$ cat src/design/cst_pkg.sv
// Shared types and constants for the completion scoreboard table.
// Used by the front, queue, back, top level and checker; no dependencies.
`default_nettype none

package cst_pkg;

   localparam int SLOT_W      = 4;
   localparam int DEV_W       = 16;
   localparam int COUNT_W     = 8;
   localparam int QUEUE_DEPTH = 2;

   localparam logic [COUNT_W-1:0] COUNT_MAX = {COUNT_W{1'b1}};

   typedef enum logic [1:0] {
      OP_ALLOC    = 2'd0,
      OP_COMPLETE = 2'd1,
      OP_LOOKUP   = 2'd2,
      OP_NOP      = 2'd3
   } op_type;

   typedef enum logic [1:0] {
      OUT_PENDING = 2'd0,
      OUT_CLEAN   = 2'd1,
      OUT_SEVERE  = 2'd2,
      OUT_IDLE    = 2'd3
   } outcome_type;

   typedef enum logic [2:0] {
      KIND_ALLOC,
      KIND_COMPLETE,
      KIND_LOOKUP,
      KIND_IDLE_ERR,
      KIND_NONE
   } kind_type;

   typedef enum logic {
      BK_IDLE,
      BK_EXEC
   } back_state_type;

   typedef struct packed {
      kind_type             kind;
      logic [DEV_W-1:0]     device_id;
      logic [COUNT_W-1:0]   needed_count;
      logic [SLOT_W-1:0]    slot;
      logic                 severe;
   } cmd_type;

   typedef struct packed {
      logic [COUNT_W-1:0]   severe_count;
      logic [COUNT_W-1:0]   pending_count;
      logic [DEV_W-1:0]     device_id;
   } entry_type;

   typedef struct packed {
      logic [SLOT_W-1:0]    slot_index;
      logic                 table_full;
      outcome_type          outcome;
      logic [DEV_W-1:0]     stored_device;
      logic                 free_available;
   } result_type;

endpackage

`default_nettype wire

$ cat src/design/cst_ram.sv
// Generic single-port-write, single-port-read RAM with registered read data.
// No dependencies.
`default_nettype none

module cst_ram #(
   parameter int WIDTH = 32,
   parameter int DEPTH = 16
) (
   input  wire logic                     clock,
   input  wire logic                     wr_en,
   input  wire logic [$clog2(DEPTH)-1:0] wr_addr,
   input  wire logic [WIDTH-1:0]         wr_data,
   input  wire logic                     rd_en,
   input  wire logic [$clog2(DEPTH)-1:0] rd_addr,
   output      logic [WIDTH-1:0]         rd_data
);

   logic [WIDTH-1:0] mem_ff [DEPTH];
   logic [WIDTH-1:0] rd_data_ff;

   always_ff @(posedge clock) begin
      if (wr_en) begin
         mem_ff[wr_addr] <= wr_data;
      end
      if (rd_en) begin
         rd_data_ff <= mem_ff[rd_addr];
      end
   end

   assign rd_data = rd_data_ff;

endmodule

`default_nettype wire

$ cat src/design/cst_front.sv
// Front end: accepts request words and classifies them into commands.
// Depends on cst_pkg.
`default_nettype none

module cst_front #(
   parameter int SLOT_COUNT = 16
) (
   input  wire logic                          req_valid,
   output      logic                          req_stall,
   input  wire logic [1:0]                    req_operation,
   input  wire logic [cst_pkg::DEV_W-1:0]     req_device_id,
   input  wire logic [cst_pkg::COUNT_W-1:0]   req_needed_count,
   input  wire logic [cst_pkg::SLOT_W-1:0]    req_slot,
   input  wire logic                          req_severe,
   output      logic                          push_valid,
   input  wire logic                          push_stall,
   output      cst_pkg::cmd_type              push_cmd
);
   import cst_pkg::*;

   localparam int ADDR_SLOTS = (SLOT_COUNT < (1 << SLOT_W)) ? SLOT_COUNT : (1 << SLOT_W);

   logic in_range;

   assign in_range   = {1'b0, req_slot} < (SLOT_W + 1)'(ADDR_SLOTS);
   assign push_valid = req_valid;
   assign req_stall  = push_stall;

   always_comb begin
      push_cmd.device_id    = req_device_id;
      push_cmd.needed_count = req_needed_count;
      push_cmd.slot         = req_slot;
      push_cmd.severe       = req_severe;
      unique case (op_type'(req_operation))
         OP_ALLOC:    push_cmd.kind = KIND_ALLOC;
         OP_COMPLETE: push_cmd.kind = in_range ? KIND_COMPLETE : KIND_IDLE_ERR;
         OP_LOOKUP:   push_cmd.kind = in_range ? KIND_LOOKUP : KIND_NONE;
         default:     push_cmd.kind = KIND_NONE;
      endcase
   end

endmodule

`default_nettype wire

$ cat src/design/cst_queue.sv
// Short command queue between the front end and the back end.
// Depends on cst_pkg.
`default_nettype none

module cst_queue (
   input  wire logic             clock,
   input  wire logic             reset,
   input  wire logic             push_valid,
   output      logic             push_stall,
   input  wire cst_pkg::cmd_type push_cmd,
   output      logic             pop_valid,
   input  wire logic             pop,
   output      cst_pkg::cmd_type pop_cmd
);
   import cst_pkg::*;

   localparam int PTR_W = (QUEUE_DEPTH > 1) ? $clog2(QUEUE_DEPTH) : 1;
   localparam int CNT_W = $clog2(QUEUE_DEPTH + 1);

   cmd_type          entry_ff [QUEUE_DEPTH];
   logic [PTR_W-1:0] wr_ptr_ff, wr_ptr_in;
   logic [PTR_W-1:0] rd_ptr_ff, rd_ptr_in;
   logic [CNT_W-1:0] count_ff, count_in;
   logic             do_push;
   logic             do_pop;

   assign push_stall = count_ff == CNT_W'(QUEUE_DEPTH);
   assign pop_valid  = count_ff != '0;
   assign do_push    = push_valid && !push_stall;
   assign do_pop     = pop && pop_valid;
   assign pop_cmd    = entry_ff[rd_ptr_ff];

   always_comb begin
      wr_ptr_in = wr_ptr_ff;
      rd_ptr_in = rd_ptr_ff;
      count_in  = count_ff;
      if (do_push) begin
         wr_ptr_in = (wr_ptr_ff == PTR_W'(QUEUE_DEPTH - 1)) ? '0 : wr_ptr_ff + 1'b1;
      end
      if (do_pop) begin
         rd_ptr_in = (rd_ptr_ff == PTR_W'(QUEUE_DEPTH - 1)) ? '0 : rd_ptr_ff + 1'b1;
      end
      if (do_push && !do_pop) begin
         count_in = count_ff + 1'b1;
      end else if (do_pop && !do_push) begin
         count_in = count_ff - 1'b1;
      end
   end

   always_ff @(posedge clock) begin
      if (reset) begin
         wr_ptr_ff <= '0;
         rd_ptr_ff <= '0;
         count_ff  <= '0;
      end else begin
         wr_ptr_ff <= wr_ptr_in;
         rd_ptr_ff <= rd_ptr_in;
         count_ff  <= count_in;
      end
   end

   always_ff @(posedge clock) begin
      if (do_push) begin
         entry_ff[wr_ptr_ff] <= push_cmd;
      end
   end

endmodule

`default_nettype wire

$ cat src/design/cst_back.sv
// Back end: slot table (RAM plus free bitmap), allocation encoder and result register.
// Depends on cst_pkg and cst_ram.
`default_nettype none

module cst_back #(
   parameter int SLOT_COUNT = 16
) (
   input  wire logic                clock,
   input  wire logic                reset,
   input  wire logic                cmd_valid,
   input  wire cst_pkg::cmd_type    cmd_head,
   output      logic                cmd_pop,
   output      logic                rsp_valid,
   input  wire logic                rsp_stall,
   output      cst_pkg::result_type rsp_result
);
   import cst_pkg::*;

   localparam int ADDR_SLOTS = (SLOT_COUNT < (1 << SLOT_W)) ? SLOT_COUNT : (1 << SLOT_W);
   localparam int IDX_W      = (ADDR_SLOTS > 1) ? $clog2(ADDR_SLOTS) : 1;
   localparam int ENTRY_W    = $bits(entry_type);

   back_state_type        state_ff, state_in;
   cmd_type               cmd_ff, cmd_in;
   logic [IDX_W-1:0]      grant_ff, grant_in;
   logic                  full_ff, full_in;
   logic [ADDR_SLOTS-1:0] free_ff, free_in, free_next;
   logic                  rsp_valid_ff, rsp_valid_in;
   result_type            rsp_ff, rsp_in, result;

   logic [IDX_W-1:0]      grant;
   logic                  grant_found;
   logic                  out_room;
   logic                  exec_fire;
   logic                  rd_en;
   logic [IDX_W-1:0]      rd_addr;
   logic [IDX_W-1:0]      idx;
   logic [ENTRY_W-1:0]    rd_data;
   entry_type             entry;
   entry_type             wr_entry;
   logic                  wr_en;
   logic [COUNT_W-1:0]    pend_dec;
   logic [COUNT_W-1:0]    sev_next;

   cst_ram #(
      .WIDTH (ENTRY_W),
      .DEPTH (ADDR_SLOTS)
   ) u_ram (
      .clock   (clock),
      .wr_en   (wr_en),
      .wr_addr (idx),
      .wr_data (wr_entry),
      .rd_en   (rd_en),
      .rd_addr (rd_addr),
      .rd_data (rd_data)
   );

   // lowest free slot
   always_comb begin
      grant = '0;
      for (int i = ADDR_SLOTS - 1; i >= 0; i--) begin
         if (free_ff[i]) begin
            grant = IDX_W'(i);
         end
      end
   end
   assign grant_found = |free_ff;

   assign out_room = !rsp_valid_ff || !rsp_stall;

   always_comb begin
      state_in = state_ff;
      unique case (state_ff)
         BK_IDLE: if (cmd_valid) begin
            state_in = BK_EXEC;
         end
         BK_EXEC: if (out_room) begin
            state_in = BK_IDLE;
         end
         default: state_in = BK_IDLE;
      endcase
   end

   always_comb begin
      cmd_pop   = (state_ff == BK_IDLE) && cmd_valid;
      rd_en     = cmd_pop;
      exec_fire = (state_ff == BK_EXEC) && out_room;
   end

   assign rd_addr  = (cmd_head.kind == KIND_ALLOC) ? grant : cmd_head.slot[IDX_W-1:0];
   assign cmd_in   = cmd_pop ? cmd_head : cmd_ff;
   assign grant_in = cmd_pop ? grant : grant_ff;
   assign full_in  = cmd_pop ? !grant_found : full_ff;

   assign idx   = (cmd_ff.kind == KIND_ALLOC) ? grant_ff : cmd_ff.slot[IDX_W-1:0];
   assign entry = entry_type'(rd_data);

   assign pend_dec = entry.pending_count - 1'b1;
   assign sev_next = (cmd_ff.severe && entry.severe_count != COUNT_MAX) ?
                     entry.severe_count + 1'b1 : entry.severe_count;

   always_comb begin
      result.slot_index     = cmd_ff.slot;
      result.table_full     = 1'b0;
      result.outcome        = OUT_PENDING;
      result.stored_device  = '0;
      wr_en                 = 1'b0;
      wr_entry              = entry;
      free_next             = free_ff;
      unique case (cmd_ff.kind)
         KIND_ALLOC: begin
            if (full_ff) begin
               result.slot_index = '0;
               result.table_full = 1'b1;
            end else begin
               wr_entry.device_id     = cmd_ff.device_id;
               wr_entry.pending_count = cmd_ff.needed_count;
               wr_entry.severe_count  = '0;
               wr_en                  = exec_fire;
               free_next[idx]         = cmd_ff.needed_count == '0;
               result.slot_index      = SLOT_W'(grant_ff);
               result.stored_device   = cmd_ff.device_id;
            end
         end
         KIND_COMPLETE: begin
            result.stored_device = entry.device_id;
            if (free_ff[idx]) begin
               result.outcome = OUT_IDLE;
            end else begin
               wr_entry.pending_count = pend_dec;
               wr_entry.severe_count  = sev_next;
               wr_en                  = exec_fire;
               if (pend_dec == '0) begin
                  free_next[idx] = 1'b1;
                  result.outcome = (sev_next == '0) ? OUT_CLEAN : OUT_SEVERE;
               end
            end
         end
         KIND_LOOKUP:   result.stored_device = entry.device_id;
         KIND_IDLE_ERR: result.outcome = OUT_IDLE;
         default:       result.outcome = OUT_PENDING;
      endcase
      result.free_available = |free_next;
   end

   assign free_in      = exec_fire ? free_next : free_ff;
   assign rsp_in       = exec_fire ? result : rsp_ff;
   assign rsp_valid_in = exec_fire || (rsp_valid_ff && rsp_stall);

   always_ff @(posedge clock) begin
      if (reset) begin
         state_ff     <= BK_IDLE;
         free_ff      <= '1;
         rsp_valid_ff <= 1'b0;
      end else begin
         state_ff     <= state_in;
         free_ff      <= free_in;
         rsp_valid_ff <= rsp_valid_in;
      end
   end

   always_ff @(posedge clock) begin
      cmd_ff   <= cmd_in;
      grant_ff <= grant_in;
      full_ff  <= full_in;
      rsp_ff   <= rsp_in;
   end

   assign rsp_valid  = rsp_valid_ff;
   assign rsp_result = rsp_ff;

endmodule

`default_nettype wire

$ cat src/design/completion_scoreboard_table.sv
// Completion scoreboard table: top level tying front end, queue and back end.
// Depends on cst_pkg, cst_front, cst_queue and cst_back.
//
// Usage:
//   req_* carries one request word: allocate a slot, retire one result of a
//   slot, or look up a slot's device id. rsp_* returns exactly one result
//   word per request, in request order.
//   A word moves on a channel at a rising edge with valid high and stall low.
//   An accepted request is written into the command queue, popped into the
//   back end with its slot RAM read, and written to the result register once
//   the result side has room. The back end takes no new request until the
//   current one is through the slot RAM read-modify-write (read, then update).
//   The two-entry command queue takes new requests while the back end works
//   or while a finished result waits in the output register.
//   Reset (synchronous, active high) empties the queue and the result
//   register and marks every slot free; device ids read back from slots never
//   allocated are undefined.
//   A stalled result holds its word; the back end then stops, the queue fills
//   and req_stall rises.
`default_nettype none

module completion_scoreboard_table #(
   parameter int SLOT_COUNT = 16
) (
   input  wire logic                          clock,
   input  wire logic                          reset,
   input  wire logic                          req_valid,
   output      logic                          req_stall,
   input  wire logic [1:0]                    req_operation,
   input  wire logic [cst_pkg::DEV_W-1:0]     req_device_id,
   input  wire logic [cst_pkg::COUNT_W-1:0]   req_needed_count,
   input  wire logic [cst_pkg::SLOT_W-1:0]    req_slot,
   input  wire logic                          req_severe,
   output      logic                          rsp_valid,
   input  wire logic                          rsp_stall,
   output      logic [cst_pkg::SLOT_W-1:0]    rsp_slot_index,
   output      logic                          rsp_table_full,
   output      logic [1:0]                    rsp_outcome,
   output      logic [cst_pkg::DEV_W-1:0]     rsp_stored_device,
   output      logic                          rsp_free_available
);
   import cst_pkg::*;

   logic       push_valid;
   logic       push_stall;
   cmd_type    push_cmd;
   logic       pop_valid;
   logic       pop;
   cmd_type    pop_cmd;
   result_type rsp_result;

   cst_front #(
      .SLOT_COUNT (SLOT_COUNT)
   ) u_front (
      .req_valid        (req_valid),
      .req_stall        (req_stall),
      .req_operation    (req_operation),
      .req_device_id    (req_device_id),
      .req_needed_count (req_needed_count),
      .req_slot         (req_slot),
      .req_severe       (req_severe),
      .push_valid       (push_valid),
      .push_stall       (push_stall),
      .push_cmd         (push_cmd)
   );

   cst_queue u_queue (
      .clock      (clock),
      .reset      (reset),
      .push_valid (push_valid),
      .push_stall (push_stall),
      .push_cmd   (push_cmd),
      .pop_valid  (pop_valid),
      .pop        (pop),
      .pop_cmd    (pop_cmd)
   );

   cst_back #(
      .SLOT_COUNT (SLOT_COUNT)
   ) u_back (
      .clock      (clock),
      .reset      (reset),
      .cmd_valid  (pop_valid),
      .cmd_head   (pop_cmd),
      .cmd_pop    (pop),
      .rsp_valid  (rsp_valid),
      .rsp_stall  (rsp_stall),
      .rsp_result (rsp_result)
   );

   assign rsp_slot_index     = rsp_result.slot_index;
   assign rsp_table_full     = rsp_result.table_full;
   assign rsp_outcome        = rsp_result.outcome;
   assign rsp_stored_device  = rsp_result.stored_device;
   assign rsp_free_available = rsp_result.free_available;

endmodule

`default_nettype wire

$ cat config.mk
export PLATFORM = sky130hd
export DESIGN_NAME = completion_scoreboard_table
export DESIGN_NICKNAME = d
export VERILOG_FILES = /design/src/design/cst_pkg.sv /design/src/design/cst_ram.sv /design/src/design/cst_front.sv /design/src/design/cst_queue.sv /design/src/design/cst_back.sv /design/src/design/completion_scoreboard_table.sv
export SDC_FILE = /design/constraint.sdc
export NUM_CORES = 1
export LEC_CHECK = 0
export BUFFER_PORTS_ARGS = -buffer_cell sky130_fd_sc_hd__buf_2
export CAP_MARGIN = 10
export CORE_ASPECT_RATIO = 0.5
export CORE_UTILIZATION = 50
export DETAILED_ROUTE_END_ITERATION = 16
export HOLD_SLACK_MARGIN = 0.03
export PLACE_DENSITY = 0.66
export SLEW_MARGIN = 25
export SYNTH_ARGS = -nofsm -noshare
export SYNTH_HDL_FRONTEND = slang
export SYNTH_HIERARCHICAL = 1
export SYNTH_SLANG_ARGS = --single-unit
$ cat constraint.sdc
create_clock -name clock -period 8.92 [get_ports clock]
set_clock_uncertainty 0.15 [all_clocks]
set_input_delay 0.892 -clock clock [delete_from_list [all_inputs] [get_ports clock]]
set_output_delay 0.892 -clock clock [all_outputs]
set_load 0.01 [all_outputs]
==> metrics.txt <==
gr usage total=about 23%; post_cts resized=0; Synth Cell Area=between 20,000 and 30,000 um2; most frequent cells in the layout=edfxtp_1 (669), nand2_1 (155), mux4_2 (128), a22oi_1 (68), buf_2 (62); TritonCTS buffer count=58; antenna cells=0; first-pass GRT wire length=between 90,000 and 100,000 um; relative slew slack=a little over a third; Starting DRT DRC Count=1,747; dpl ws=between 3 and 4 ns; largest net degree at the start of global routing=between 100 and 150; footprint of the multi-input gates=between 6000 and 7000 um2; Top Ports=61; wire per inst=about 27 um; PortBufs=60; Initial Util=roughly half; P&R area growth vs syn=11.3%; Setup CP Type=reg2reg; FF-to-FF Start=u_back/cmd_ff[31]$_DFFE_PP_; CTS Hold Bufs=0; Worst Hold End=u_queue/entry_ff[1][27]$_DFFE_PP_; most common cell after layout, fill and taps aside=edfxtp_1; CP max FO=21; initial antenna violation count=0; Die Span X=about 340 um; final hold slack=0.326 ns; die area=roughly 57,000 um2; RePlAce Congestion=0.914; fin crit period=5.38 ns; critical path's top delay family=compound AO/OA/AOI/OAI gates; CP max-delay cell=edfxtp_1; Final setup viols=0; Die Span Y=around 170 um; Fillers=roughly 4,100; number of global-route vias before repair=around 15,000; Worst Path Buf+Inv=2; Post-synth EDFFs=669; clock buffer depth=3; Worst Hold Path Cells=1; Synth Register Bits=approximately 700; CTS tree=built; leakage power=~10 nW; Antenna Nets Post-Route=0; DPL Wire Length=37,500 um; Clock Tree Root=clkbuf_16; mean post-synth cell area=approximately 18 um2; clk_lat worst skew=between 0.6 and 0.7 ns; period utilisation layout=60.3%; Max IR drop VDD=0.210 mV; yosys warns=6; RSZ-0062 raised after global routing=no; CP max stage delay=~0.74 ns; DRC=0; PnR worst setup slack=3.54 ns; Gate Count Post-Synth=between 1,500 and 2,000; # Post-CTS Setup Buffers=0; Yosys cell types=80; Reg area=20,500 um2; grt ovf=0; total power=between 10 and 15 mW; TritonCTS Sinks=approximately 690; max-slew violations=0; final non-filler cell total=approximately 2,400; required time of the worst setup path=around 9.0 ns; Min-Delay Path Class=in2reg; WP data arrival=between 5 and 6 ns; Reg2Reg Setup Slack=between 3 and 4 ns; Most used DFF post-synth=edfxtp_1; status=completed; Crit path depth=10; total iterations of the first detailed-routing run=6; Reg2Reg Depth=10; fin area=31,000 um2; routed vias/inst=slightly above 6; CTS HTree Levels=2; Seq/Total Area, Yosys=roughly 74%; RR Endpoint=u_back/u_ram/mem_ff[9][8]$_DFFE_PP_; clk slew on worst S/H paths=0.07 ns; syn_nets=1,595; ys async rst share=0%; share of cells above drive strength 1=24.3%; worst path cell trace=o31a_1, nor2_2, inv_2, o32ai_2, o221a_2, o211ai_4, a21oi_1, nand3b_1, nor2_4, buf_4; endpoints failing hold=0; Nets=around 1,700; final wirelength=between 60,000 and 70,000 um; placed cell count=2,291; fmax=186 MHz; Core Util, Final=between 50% and 60%; Least-Margin Pin Slew=0.953 ns; Worst Hold Launch=req_device_id[14]; P per Cell Area=~350 nW/um2; Crit. End Element=register; Startpoint Class=register; DP Area=between 20,000 and 30,000 um2; detailed-route via count=between 10,000 and 15,000; Total Neg Setup Slack=0 ns; Max-cap violations=0; core area=approximately 54,000 um2; standard-cell rows=60
## layer usage
layer,vias up,global-route usage [%],wire length [um]
met5,-,0,0
met4,0,4.33,976
met3,94,5.81,6560
met1,7678,34.2,28000
met2,687,34.2,28600
li1,6329,-,-
## Yosys cell counts, types with 6 or more instances
cell	instances	share of area (%)
edfxtp_1	669	72
nand2_1	155	2.1
mux4_2	128	10
a22oi_1	68	1.8
nor2_1	64	0.86
a21oi_1	47	0.85
buf_4	45	1.2
clkbuf_1	39	0.53
mux2_2	34	1.4
o21ai_0	32	0.58
dfxtp_1	23	1.7
nor3_1	22	0.40
inv_1	19	0.26
o31ai_1	12	0.32
buf_1	11	0.15
nand3_1	11	0.20
nor2b_1	11	0.25
a31oi_1	10	0.22
nand2b_1	9	0.20
buf_2	8	0.14
mux2i_1	7	0.25
nor4_1	7	0.16
o21bai_1	7	0.19
or3_1	7	0.16
buf_6	6	0.24
## kinds of logic after synthesis
group	Yosys count	share of synthesized area, %
compound gates	228	5.67
xor+xnor	5	0.157
fa+ha+maj	4	0.180
buf+inv	131	2.57
flops	692	73.8
mux	171	12.1
simple gates	325	5.51
## cell type report
class,instances,share of cell area (%)
clock inverters,43,1.36
clock buffers,67,4.93
repair buffers,104,2.26
well taps,744,3.00
inverters,22,0.267
flip-flops and latches,692,66.3
multi-input cells,733,21.8
## power by group
part,switching (mW),total [mW],internal (mW)
Combinational,2.17,3.38,1.21
Clock,1.15,2.59,1.44
Sequential,0.267,4.81,4.54
Total,3.59,10.8,7.19
## flip-flops by register name, summed over array words and instances (netlist names), named ones only
name                  flops
u_queue/rd_ptr_ff         1
u_back/full_ff            1
u_back/free_ff           16
u_back/grant_ff           4
u_queue/wr_ptr_ff         1
u_back/cmd_ff            32
u_back/rsp_result        24
u_back/u_ram/mem_ff     512
u_queue/count_ff          2
u_back/u_ram/rd_data     32
u_queue/entry_ff         64
u_back/state_ff           1
u_back/rsp_valid          1
## worst max-delay path by stage
stage,startpoint,to,slack (ns)
2_1_floorplan,u_back/cmd_ff[31]$_DFFE_PP_,u_back/u_ram/mem_ff[0][0]$_DFFE_PP_,3.28
3_3_place_gp,u_back/cmd_ff[31]$_DFFE_PP_,u_back/u_ram/mem_ff[2][15]$_DFFE_PP_,3.89
3_5_place_dp,u_back/cmd_ff[31]$_DFFE_PP_,u_back/u_ram/mem_ff[9][3]$_DFFE_PP_,3.70
4_1_cts,u_back/cmd_ff[31]$_DFFE_PP_,u_back/u_ram/mem_ff[9][7]$_DFFE_PP_,3.67
5_1_grt,u_back/cmd_ff[31]$_DFFE_PP_,u_back/u_ram/mem_ff[9][0]$_DFFE_PP_,3.27
6_report,u_back/cmd_ff[31]$_DFFE_PP_,u_back/u_ram/mem_ff[9][8]$_DFFE_PP_,3.54
## worst register-to-register path: stages, from the launching register on
cell and delay, ns:
edfxtp_1 0.74, o31a_1 0.48, nor2_2 0.42, inv_2 0.27, o32ai_2 0.35, o221a_2 0.30
o211ai_4 0.26, a21oi_1 0.44, nand3b_1 0.37, nor2_4 0.69, buf_4 0.52
(Power assumes the default switching activity.)
